--- config.mk ---
export PLATFORM = sky130hd
export DESIGN_NAME = sfvg_front
export DESIGN_NICKNAME = d
export VERILOG_FILES = /design/src/rtl/sfvg_pkg.sv /design/src/rtl/sfvg_front.sv
export SDC_FILE = /design/constraint.sdc
export NUM_CORES = 1
export LEC_CHECK = 0
export BUFFER_PORTS_ARGS = -buffer_cell sky130_fd_sc_hd__buf_4
export CAP_MARGIN = 25
export CORE_MARGIN = 8
export CORE_UTILIZATION = 35
export DETAILED_ROUTE_END_ITERATION = 10
export MAX_ROUTING_LAYER = met4
export PLACE_DENSITY = 0.75
export SLEW_MARGIN = 20
export SYNTH_ARGS = -nofsm -noshare
export SYNTH_HDL_FRONTEND = slang
export SYNTH_SLANG_ARGS = --single-unit
--- constraint.sdc ---
create_clock -name vclk -period 4.45
set_clock_uncertainty 0.15 [all_clocks]
set_input_delay 0.445 -clock vclk [all_inputs]
set_output_delay 0.445 -clock vclk [all_outputs]
set_load 0.02 [all_outputs]
--- src/rtl/sfvg_pkg.sv ---
// ----------------------------------------------------------------------------
// sfvg_pkg: shared types and constants
// Queue entry layout, fixed-point angle constants and the arctangent table
// used by the sector fan vertex generator.
// ----------------------------------------------------------------------------
package sfvg_pkg;

    localparam int unsigned ANGLE_W   = 17;
    localparam int unsigned RADIUS_W  = 16;
    localparam int unsigned IDX_W     = 7;
    localparam int unsigned POS_W     = 17;

    localparam logic [ANGLE_W-1:0] ANGLE_MAX_Q8 = 17'd92160;
    localparam logic [IDX_W-1:0]   SEG_CAP      = 7'd125;

    // Register byte addresses
    localparam logic [2:0] ADDR_RADIUS = 3'd0;
    localparam logic [2:0] ADDR_SWEEP  = 3'd4;

    // Divider: numerator is (angle * i) << 17 | segments, 41 bits
    localparam int unsigned DIV_BITS = 41;
    localparam int unsigned QUOT_W   = 34;

    localparam logic signed [34:0] DEG90_Q24  = 35'sd1509949440;
    localparam logic signed [34:0] DEG180_Q24 = 35'sd3019898880;
    localparam logic signed [34:0] DEG360_Q24 = 35'sd6039797760;

    localparam logic signed [18:0] GAIN_Q16 = 19'sd39797;
    localparam logic signed [17:0] UNIT_Q16 = 18'sd65536;
    localparam int unsigned ATAN_N = 24;

    localparam logic [30:0] ATAN_Q24 [ATAN_N] = '{
        31'd754974720, 31'd445687602, 31'd235489088, 31'd119537938,
        31'd60000934,  31'd30029717,  31'd15018523,  31'd7509720,
        31'd3754917,   31'd1877466,   31'd938734,    31'd469367,
        31'd234684,    31'd117342,    31'd58671,     31'd29335,
        31'd14668,     31'd7334,      31'd3667,      31'd1833,
        31'd917,       31'd458,       31'd229,       31'd115
    };

    typedef struct packed {
        logic             centre;
        logic             valid;
        logic [IDX_W-1:0] count;
        logic [IDX_W-1:0] step;
        logic [IDX_W-1:0] segs;
    } item_t;

    function automatic logic [ANGLE_W-1:0] clamp_angle(input logic [ANGLE_W-1:0] a);
        clamp_angle = (a > ANGLE_MAX_Q8) ? ANGLE_MAX_Q8 : a;
    endfunction

endpackage

--- src/rtl/sfvg_front.sv ---
// ----------------------------------------------------------------------------
// sfvg_front: request classifier
// Works out segment count, vertex count and index range for each request
// and pushes the classified beat into the work queue.
// ----------------------------------------------------------------------------
module sfvg_front #(
    parameter int unsigned SEGMENT_DEGREES = 4
) (
    input  logic                              push,
    input  logic [sfvg_pkg::IDX_W-1:0]        vertex_index,
    input  logic [sfvg_pkg::RADIUS_W-1:0]     radius,
    input  logic [sfvg_pkg::ANGLE_W-1:0]      sweep,
    input  logic                              q_full,
    output logic                              q_wr,
    output sfvg_pkg::item_t                   q_item
);

    localparam longint unsigned UNIT  = longint'(SEGMENT_DEGREES) * 256;
    localparam int unsigned     SH    = 34;
    localparam longint unsigned RECIP = ((64'd1 << SH) + UNIT - 1) / UNIT;

    logic [sfvg_pkg::ANGLE_W-1:0] ang;
    logic [17:0]                  num;
    logic [45:0]                  seg_prod;
    logic [11:0]                  segs_raw;
    logic [sfvg_pkg::IDX_W-1:0]   segs;
    logic                         empty_fan;

    assign ang = sfvg_pkg::clamp_angle(sweep);
    // ceil(ang / UNIT) through a reciprocal multiply, exact for 17-bit angles
    assign num      = 18'(ang) + 18'(UNIT - 1);
    assign seg_prod = 46'(num) * 46'(RECIP);
    assign segs_raw = seg_prod[SH+11:SH];
    assign segs     = (segs_raw > 12'(sfvg_pkg::SEG_CAP)) ? sfvg_pkg::SEG_CAP
                                                          : segs_raw[6:0];
    assign empty_fan = (radius == '0) || (ang == '0);

    always_comb
    begin
        q_item.segs   = segs;
        q_item.count  = empty_fan ? '0 : segs + 7'd2;
        q_item.valid  = vertex_index < q_item.count;
        q_item.centre = vertex_index == '0;
        q_item.step   = vertex_index - 7'd1;
    end

    assign q_wr = push && !q_full;

endmodule

Word-level counts from Yosys, hierarchy flattened
Cells that the tools add are included.

Output and inout port bits: 24. Bits in registers: 0. Memories kept: 0. Memory bits (writable): 0. Memory bits (read-only): 0. Bits of input ports: 42. Word-level logic and storage cells: 15. Bits in latches: 0.

Shift-type cells: 0. Add/subtract/negate cells: 3. Bitwise operators: 0. Div/mod/pow operators: 0. $lt $le $gt $ge: 3. Reductions and logical operators: 6. Equal/unequal tests: 0. Mux-type cells: 3. $mul: 0.

Operator list (count): $add A17 B10 Y18 const B (1); $gt A17 B17 Y1 const B (1); $logic_not A17 Y1 (1); $mux W17 (1); $logic_not A16 Y1 (1); $mux W7 (2); $gt A8 B7 Y1 const B (1); $add A7 B2 Y7 const B (1); $logic_not A7 Y1 (1); $lt A7 B7 Y1 (1); $sub A7 B1 Y7 const B (1); $logic_and A1 B1 Y1 (1); $logic_not A1 Y1 (1); $logic_or A1 B1 Y1 (1).

Longest topological paths before layout
Depth after elaboration: 8. Depth in mapped cells: 14. Gate-level depth less buffers: 14.

Worst setup path after synthesis
OpenSTA, ideal clock, no wires.

Path kind: in2out. Start: input sweep[6] (netlist name). End: output q_item[21] (netlist name). Arrival time: 3.218 ns. Data required time: 3.855 ns. Cell stages on the path: 13. Setup slack: 0.637 ns. Buffers on the path: 0. Cells stage by stage: nor4_4 a31oi_2 xor2_1 nor2_1 inv_1 ha_1 maj3_2 a221o_1 ha_1 a21o_1 a21oi_1 o21a_1 a31o_1.

RTL lines: start: declaration (RTL line sfvg_front.sv:12) `input logic [sfvg_pkg::ANGLE_W-1:0] sweep,`; end: declaration (RTL line sfvg_front.sv:15) `output sfvg_pkg::item_t q_item`.

==> summary.md <==
| Metric | Value |
|---|---|
| Worst-Margin Slew | `about 450 ps` |
| Max Clock Freq | `0.2456 GHz` |
| Worst Setup EP | `q_item[21]` |
| Nets@finish | `220` |
| Post_cts resized | `0` |
| Slew headroom | `0.7014` |
| Avg Cell Area, Syn | `7.209 sq um` |
| Synth top area share | `0.1488` |
| Sequential share of the synthesized area | `0` |
| Vias in the first global route | `~1,100` |
| Startpoint class of the critical path | `input pin` |
| Synth-to-Final Area Change | `67.27%` |
| Sequential Area | `0 sq um` |
| Slew Viols, Final | `0` |
| Num ports | `between 60 and 70` |
| Worst Setup Slack post-DPL | `roughly 400 ps` |
| Hold crit path type | `in2out` |
| Max-Cap Viols | `0` |
| Worst vdd ir | `between 60 and 70 uV` |
| Critical Path Fanout Max | `8` |
| Worst path arrival time | `around 3500 ps` |
| CTS Hold Bufs | `0` |
| Post-route DRC | `0` |
| Setup TNS | `0 ps` |
| CP Capture Type | `output pin` |
| Hold Path Cell Cnt | `3` |
| Syn_nets | `roughly 160` |
| Dpl hpwl | `~2.4 mm` |
| Pleak | `about 0.64 nW` |
| Slowest stage delay, CP | `around 320 ps` |
| DR WL/cell | `between 10 and 15 microns` |
| Total core area | `about 2100 sq um` |
| Worst setup margin | `approximately 380 ps` |
| Routed wire length | `2.673 mm` |
| Routed vias | `approximately 1,100` |
| Global-route wire length before repair | `4.547 mm` |
| Die H | `between 60 and 70 microns` |
| Final hold violation count | `0` |
| Netlist Area Pre-Place | `757.0 sq um` |
| Setup Fix Bufs, Post-CTS | `0` |
| Worst setup path startpoint | `sweep[0]` |
| DRT Pass-1 Iters | `4` |
| Cell Pwr Density | `around 130 nW/um^2` |
| Share of layout cells above drive strength 1 | `0.4551` |
| Mapped Cells | `between 100 and 150` |
| Initial antenna violation count | `0` |
| Final min period | `around 4100 ps` |
| Unrepaired setup endpoints after global routing | `no` |
| Critical-path cell list | `buf_4 > nor4_4 > a31oi_2 > xor2_1 > nor2_1 > inv_1 > ha_1 > maj3_2 > a221o_1 > ha_1 > a21o_1 > a21oi_1 > o21a_1 > a31o_1 > buf_4` |
| DRT antenna net count | `0` |
| Critical path's slowest cell | `nor4_4` |
| Initial DRC count | `26` |
| Outcome | `complete, no violations` |
| Synth warn | `0` |
| Largest net degree at the start of global routing | `12` |
| Crit path max-delay family | `compound AO/OA/AOI/OAI gates` |
| Die width | `62.51 microns` |
| Leading area contributor after synthesis | `ha_1` |
| Buf+Inv Stages, Crit Path | `3` |
| Gpl congestion | `roughly 0.88` |
| Std-Cell Rows | `17` |
| Synth top area cells | `ha_1, o21a_1, xor2_1` |
| Antenna cells | `0` |
| Tot GR Track Use | `0.1324` |
| WS Path Type | `in2out` |
| Cell variety after synth | `39` |
| Setup violators final | `0` |
| Clkbuf count | `0` |
| Full die area | `3907 sq um` |
| Initial Utilization | `0.3559` |
| Vias per cell | `about 5.4` |
| WP data required | `around 3900 ps` |
| Seq Cell Count | `0` |
| Number of port buffers | `between 60 and 70` |
| Final core occ | `0.5953` |
| Total congestion overflow | `0` |
| Fin crit share | `0.9148` |
| Critical Path Stages | `15` |
[power by group]
group          switching, mW  internal, mW  total, mW
sequential                 0             0          0
combinational         0.0836        0.0789      0.162
clock                      0             0          0
[worst min-delay path, stage by stage]
cell     delay (ps)
buf_4            80
nor2b_1          30
buf_4           140
[worst min path at each step]
stage	to	startpoint
after global placement	q_wr	q_full
final	q_wr	q_full
after detailed placement	q_wr	q_full
after floorplan	q_wr	q_full
after global routing	q_wr	q_full
after CTS	q_wr	q_full
[cell usage in the layout (no fill, tap or decap)]
master and instances:
nor3b_2 1, o2111a_1 1, nor3_1 4, and3b_1 1
inv_2 1, o21ai_0 1, nor2b_1 1, nand4_1 4
a21oi_2 2, o21a_1 7, a221o_1 1, and2_1 2
nor4b_1 1, nor4b_2 1, xnor2_1 2, inv_1 7
a31o_1 1, nand3_2 1, maj3_2 1, ha_1 9
o211a_1 1, a221oi_1 1, nand2_1 9, a211oi_1 4
nor3b_1 1, nor4_1 6, and3_1 3, buf_4 66
nor4_4 2, a21o_1 2, o31ai_1 1, nor2_1 11
xor2_1 6, o211ai_1 1, o21ai_1 2, a21oi_1 1
a31oi_2 1
[cell usage after synthesis (all sizes together) (2+ instances only)]
cell type	instances
nor2	11
ha	9
nand2	9
inv	8
nor4	8
o21a	7
xor2	6
a211oi	4
nand4	4
nor3	4
a21oi	3
and3	3
buf	3
o21ai	3
a21o	2
and2	2
nor3b	2
nor4b	2
xnor2	2
[metal layers]
metal,up-vias,routed length (microns),global-route usage
met1,474,1206,0.1513
li1,520,-,-
met4,0,0,0.002849
met3,0,224,0.03405
met5,-,0,-
met2,59,1241,0.2380
[cell type report]
| type | count | area (sq um) |
|---|---|---|
| fill | 205 | 860.8 |
| multi-input combinational | 93 | 705.7 |
| timing repair buffer | 66 | 495.5 |
| tap | 28 | 35.03 |
| inverter | 8 | 30.03 |
[cells by family (layout without fill, tap and decap cells)]
group                    after synthesis  after routing  share of synthesized area
buffers and inverters                 12             74                    0.06777
AND/OR/NAND/NOR                       48             48                     0.3967
XOR/XNOR                               8              8                    0.09257
AO/OA/AOI/OAI                         27             27                     0.2793
adder cells (fa/ha/maj)               10             10                     0.1636
[per-stage QoR]
step | hold WS, ps | cell area [sq um] | power (mW) | cells
after floorplan | 818.1 | 757.0 | 0.08665 | 105
after global placement | 989.8 | 1266 | 0.1616 | 195
after detailed placement | 991.8 | 1266 | 0.1635 | 195
after CTS | 992.0 | 1266 | 0.1641 | 195
after global routing | 1002 | 1266 | 0.1768 | 195
final | 989.7 | 1266 | 0.1625 | 195
No activity file was read; power rests on OpenSTA's default activity.
