[config.mk]
export PLATFORM = sky130hd
export DESIGN_NAME = sfvg_queue
export DESIGN_NICKNAME = d
export VERILOG_FILES = /design/src/rtl/sfvg_pkg.sv /design/src/rtl/sfvg_queue.sv
export SDC_FILE = /design/constraint.sdc
export NUM_CORES = 1
export LEC_CHECK = 0
export BUFFER_PORTS_ARGS = -buffer_cell sky130_fd_sc_hd__buf_2
export CORE_UTILIZATION = 56
export CTS_BUF_LIST = sky130_fd_sc_hd__clkbuf_16
export DETAILED_ROUTE_END_ITERATION = 10
export PLACE_DENSITY = 0.78
export SYNTH_ARGS = -nofsm -noshare
export SYNTH_HDL_FRONTEND = slang
export SYNTH_SLANG_ARGS = --single-unit
[constraint.sdc]
create_clock -name clk -period 2.1 [get_ports clk]
set_input_delay 0.42 -clock clk [delete_from_list [all_inputs] [get_ports clk]]
set_output_delay 0.42 -clock clk [all_outputs]
set_load 0.01 [all_outputs]
[src/rtl/sfvg_pkg.sv]
// ----------------------------------------------------------------------------
// sfvg_pkg: shared types and constants
// Queue entry layout, fixed-point angle constants and the arctangent table
// used by the sector fan vertex generator.
// ----------------------------------------------------------------------------
package sfvg_pkg;

    localparam int unsigned ANGLE_W   = 17;
    localparam int unsigned RADIUS_W  = 16;
    localparam int unsigned IDX_W     = 7;
    localparam int unsigned POS_W     = 17;

    localparam logic [ANGLE_W-1:0] ANGLE_MAX_Q8 = 17'd92160;
    localparam logic [IDX_W-1:0]   SEG_CAP      = 7'd125;

    // Register byte addresses
    localparam logic [2:0] ADDR_RADIUS = 3'd0;
    localparam logic [2:0] ADDR_SWEEP  = 3'd4;

    // Divider: numerator is (angle * i) << 17 | segments, 41 bits
    localparam int unsigned DIV_BITS = 41;
    localparam int unsigned QUOT_W   = 34;

    localparam logic signed [34:0] DEG90_Q24  = 35'sd1509949440;
    localparam logic signed [34:0] DEG180_Q24 = 35'sd3019898880;
    localparam logic signed [34:0] DEG360_Q24 = 35'sd6039797760;

    localparam logic signed [18:0] GAIN_Q16 = 19'sd39797;
    localparam logic signed [17:0] UNIT_Q16 = 18'sd65536;
    localparam int unsigned ATAN_N = 24;

    localparam logic [30:0] ATAN_Q24 [ATAN_N] = '{
        31'd754974720, 31'd445687602, 31'd235489088, 31'd119537938,
        31'd60000934,  31'd30029717,  31'd15018523,  31'd7509720,
        31'd3754917,   31'd1877466,   31'd938734,    31'd469367,
        31'd234684,    31'd117342,    31'd58671,     31'd29335,
        31'd14668,     31'd7334,      31'd3667,      31'd1833,
        31'd917,       31'd458,       31'd229,       31'd115
    };

    typedef struct packed {
        logic             centre;
        logic             valid;
        logic [IDX_W-1:0] count;
        logic [IDX_W-1:0] step;
        logic [IDX_W-1:0] segs;
    } item_t;

    function automatic logic [ANGLE_W-1:0] clamp_angle(input logic [ANGLE_W-1:0] a);
        clamp_angle = (a > ANGLE_MAX_Q8) ? ANGLE_MAX_Q8 : a;
    endfunction

endpackage

[src/rtl/sfvg_queue.sv]
// ----------------------------------------------------------------------------
// sfvg_queue: front-to-back work queue
// Short register queue of classified beats between the classifier and the
// compute pipeline.
// ----------------------------------------------------------------------------
module sfvg_queue #(
    parameter int unsigned DEPTH = 4
) (
    input  logic            clk,
    input  logic            rst_n,
    input  logic            wr,
    input  sfvg_pkg::item_t wr_item,
    input  logic            rd,
    output sfvg_pkg::item_t rd_item,
    output logic            full,
    output logic            empty
);

    localparam int unsigned PW = (DEPTH > 1) ? $clog2(DEPTH) : 1;

    sfvg_pkg::item_t mem_reg [DEPTH];
    logic [PW-1:0]   wp_reg, wp_next;
    logic [PW-1:0]   rp_reg, rp_next;
    logic [PW:0]     cnt_reg, cnt_next;

    assign full    = cnt_reg == (PW+1)'(DEPTH);
    assign empty   = cnt_reg == '0;
    assign rd_item = mem_reg[rp_reg];

    always_comb
    begin
        wp_next  = wp_reg;
        rp_next  = rp_reg;
        cnt_next = cnt_reg;
        if (wr)
        begin
            wp_next = (wp_reg == PW'(DEPTH - 1)) ? '0 : wp_reg + 1'b1;
        end
        if (rd)
        begin
            rp_next = (rp_reg == PW'(DEPTH - 1)) ? '0 : rp_reg + 1'b1;
        end
        if (wr && !rd)
        begin
            cnt_next = cnt_reg + 1'b1;
        end
        else if (rd && !wr)
        begin
            cnt_next = cnt_reg - 1'b1;
        end
    end

    always_ff @(posedge clk or negedge rst_n)
    begin
        if (!rst_n)
        begin
            wp_reg  <= '0;
            rp_reg  <= '0;
            cnt_reg <= '0;
        end
        else
        begin
            wp_reg  <= wp_next;
            rp_reg  <= rp_next;
            cnt_reg <= cnt_next;
        end
    end

    always_ff @(posedge clk)
    begin
        if (wr)
        begin
            mem_reg[wp_reg] <= wr_item;
        end
    end

endmodule

Yosys cells after proc, flatten, opt, wreduce, memory -nomap -nowiden
Memory sizes are Yosys's and may differ from the RTL's.
Index checks and enable logic that the tools add are counted.
Word-level totals
  register bits: 7
  RAM bits: 92
  input bits: 27
  output and inout bits: 25
  word-level logic and storage cells: 23
  memories kept: 1
Memories
  mem_reg: depth 4, bits a word 23, rd ports 1, clocked after Yosys merged registers in 0, wr ports 1, RTL line sfvg_queue.sv:21  | sfvg_pkg::item_t mem_reg [DEPTH];
Operators by class
  $add $sub $neg: 4
  eq/ne operators: 3
  multiplexer cells: 6
  reductions and logical operators: 6
Operator list (count)
  $mux 3: 2
  $add 2x1->2 const B: 2
  $eq 2x2->1 const B: 2
  $mux 2: 2
  $add 3x1->3 const B: 1
  $eq 3x3->1 const B: 1
  $logic_not 3->1: 1
  $sub 3x1->3 const B: 1
  $logic_and 1x1->1: 2
  $logic_not 1->1: 2
  $mux 1: 2
  $reduce_bool 2->1: 1

Longest topological paths before layout
  depth after elaboration: 4
  depth in mapped cells: 7
  gate-level depth less buffers: 7

Least setup slack after synthesis
Ideal clock, no wire load.
  path kind: register -> register
  start: register wp_reg[0]
  end: memory mem_reg[2][0] in the netlist's numbering (enable)
  library setup time: 382 ps
  arrival: 1206 ps
  required time: 1718 ps
  path slack: 512 ps
  cell stages (with the launch flop): 4
  path buffers: 0
  period minus slack after synthesis: 1588 ps
  cell sequence: dfrtp_1 inv_1 ha_1 and2_1
RTL lines
  start, declared: RTL line sfvg_queue.sv:22  | logic [PW-1:0] wp_reg, wp_next;
  start signal, assigned: RTL line sfvg_queue.sv:63  | wp_reg <= wp_next;
  end, declared: RTL line sfvg_queue.sv:21
No word-level cell before the write port.

==> reports/metrics.yaml <==
wl_um: 6300
routed-wl-met3_um: 322
syn_to_final_growth_pct: 19.4
cp.buffers_inverters: 3
fin_crit_ns: 2.10
largest_register_ffs: 92
outcome: "complete, but fails checks"
drt_pass1_iterations: 9
critPathMaxFanout: 5
violations: "design-rule violations, negative setup slack"
cts_made_buffers: 9
via_count: 1765
post_dp_cell_area_um2: 4140
synth_simple_gate_area_share_pct: 1.49
synth_compound_area_share_pct: 0.265
syn_avg_cell_area_um2: 23.9
h-tree-depth: 3
antenna_found_initial: 0
boundaryPins: 52
synth_fa_ha_area_share_pct: 2.52
tritoncts: "done"
drt-met1-wl_um: 2600
path_cells: "buf_4 > buf_12 > mux4_1 > buf_2"
power_mw: 6.12
netlist_area_um2: 3780
first_iter_violations: 77
setup_slack_ns: -0.00195
clock_skew_ns: 0.00719
vias_per_cell: 5.69
synth_cells: 158
stdcell_area_um2: 4510
yosysTopAreaCell: "edfxtp_1"
start_kind: "register"
cpPeakStageDelay_ns: 0.54
fp.coreArea_um2: 6420
portBuffers: 51
slowest_stage: "mux4_1"
worstRegToRegCells: 4
ir_worst_vdd_mv: 0.727
synth_top_area_share_pct: 73.1
nets: 262
p_per_area_nw_per_um2: 1360
arrival_ns: 1.68
cts.path.max_buffers: 2
grt_pass1_vias: 1954
drc_errors: 8
synthTopCellsByArea: "edfxtp_1, mux4_2, dfrtp_1"
post_synth_xor_area_fraction_pct: 0.696
cp.required_ns: 1.68
rows: 29
fillers: 397
gp_congestion: 0.687
hold_viol: 0
root_buffer: "clkbuf_16"
grt_use_total_pct: 19.6
ys_warn_count: 0
r2r-start: "wp_reg[0]"
dr.max_layer_used: "met4"
maxCapViolCount: 0
place_hpwl_um: 3910
dieArea_um2: 7080
hold_path_depth: 1
clk_latency_ns: 0.34
start_util_pct: 58.8
critical-path-top-delay-family: "multiplexers"
grt_max_degree: 24
max_clock_freq_ghz: 0.476
die_w_um: 84.1
cp-end-kind: "primary output"
rsz0062_at_grt: "true"
wire_per_inst_um: 20.3
seq_area_frac_synth_pct: 77.8
reg2reg_to: "mem_reg[0][4]"
ys_ff_latch: 99
path_class: "register to primary output"
pre_cts_slack_ns: 0.345
grt_pass1_wl_um: 9950
regToRegSetupSlack_ns: 0.64
overflow: 0
p_leak_nw: 1.65
cts.sinks: 99
setup_viol: 1
dr_wl_met2_um: 3290
hold_path.startpoint: "wr_item[21]"
muxShareOfSynthArea_pct: 15.1
ys_types: 19
finalCritPeriodShare_pct: 100
min_path_type: "input port to register"
worst_pin_slew_ns: 0.360
die_h_um: 84.1
synth_nets: 192
cp-startpoint: "rp_reg[0]"
fin_util_pct: 70.2
hold_end: "mem_reg[2][21]"
clk_pin_slew_ns: 0.07
max-slew-margin-rel_pct: 76.0
drtAntennaViolNets: 0
maxSlewViolCount: 0
synth_top_family_by_area: "multiplexers"
drive_gt1_share_pct: 43.3
n_antenna_cell: 0
## timing repair
action                     4_1_cts  5_1_grt
hold endpoints to repair         7        0
cloned                           0        2
setup endpoints to repair        7       15
buffers inserted                 0        3
gates resized for setup          2        2
hold buffers                     1        0
pin swaps                        0        0
## cell usage after synthesis
master / number
nor2_1: 3
mux4_2: 18
nand2_1: 2
edfxtp_1: 92
ha_1: 6
buf_2: 3
inv_1: 4
mux2_2: 3
buf_12: 2
mux4_1: 5
and2_1: 4
xor2_1: 2
buf_6: 1
nor3b_1: 1
nor3_1: 1
xnor2_1: 1
fa_1: 1
dfrtp_1: 7
o21ai_0: 2
## how the worst max path moves through the flow
stage | end | slack, ns | cells after the start
final | rd_item[16] | -0.002 | 4
after global routing | rd_item[16] | -0.06 | 4
after CTS | rd_item[20] | 0.004 | 3
after detailed placement | rd_item[14] | 0.34 | 3
after global placement | rd_item[14] | 0.37 | 3
after floorplan | mem_reg[2][0] | 0.51 | 3
## layout make-up
class                      count  area [um2]  area share [%]
tap                           77        96.3            2.14
clock buffer                   9         225            4.99
multi-input combinational     49         754            16.7
sequential                    99        2940            65.2
timing repair buffer          65         417            9.24
inverter                       4        15.0           0.333
clock inverter                 7        62.6            1.39
## per-stage QoR
step	instances	hold slack (ns)	setup TNS (ns)
4_1_cts	305	0.281	0
5_1_grt	310	0.283	-0.577
2_1_floorplan	158	0.124	0
6_report	310	0.291	-0.00195
3_3_place_gp	288	0.261	0
3_5_place_dp	288	0.269	0
## placed cells by master (no fill, tap or decap), types with 2 or more instances in the layout
cell type | netlist | final
xor2_1 | 2 | 2
mux4_1 | 5 | 4
buf_4 | 0 | 10
nor2_1 | 3 | 3
mux2_2 | 3 | 3
dfrtp_1 | 7 | 5
dfrtp_2 | 0 | 2
mux4_2 | 18 | 19
ha_1 | 6 | 6
buf_2 | 3 | 50
clkbuf_16 | 0 | 11
o21ai_0 | 2 | 2
nand2_1 | 2 | 2
inv_1 | 4 | 6
and2_1 | 4 | 4
edfxtp_1 | 92 | 92
## report_power, final
| group | total [mW] | internal, mW | switching (mW) | leakage [nW] |
|---|---|---|---|---|
| registers | 2.72 | 2.55 | 0.172 | 0.926 |
| logic | 1.84 | 0.979 | 0.859 | 0.574 |
| clock network | 1.56 | 0.909 | 0.652 | 0.145 |
## logic make-up after synthesis
family                     after synthesis
DFF                                     99
muxes                                   26
and+or+nand+nor                         11
buffers and inverters                   10
adders and majority gates                7
xor gates and xnor gates                 3
AOI/OAI and AO/OA                        2
## worst reg2reg max path, stage by stage (launching register included)
cell and delay [ns]:
dfrtp_1 0.42, inv_1 0.11, ha_1 0.14, and2_1 0.11, buf_4 0.33
## layer usage
metal / up-vias / global-route usage, %
met5: - / 0
met4: 0 / 6.11
li1: 788 / -
met3: 7 / 7.67
met1: 920 / 24.4
met2: 50 / 32.3
Power figures use the tool's default switching activity.
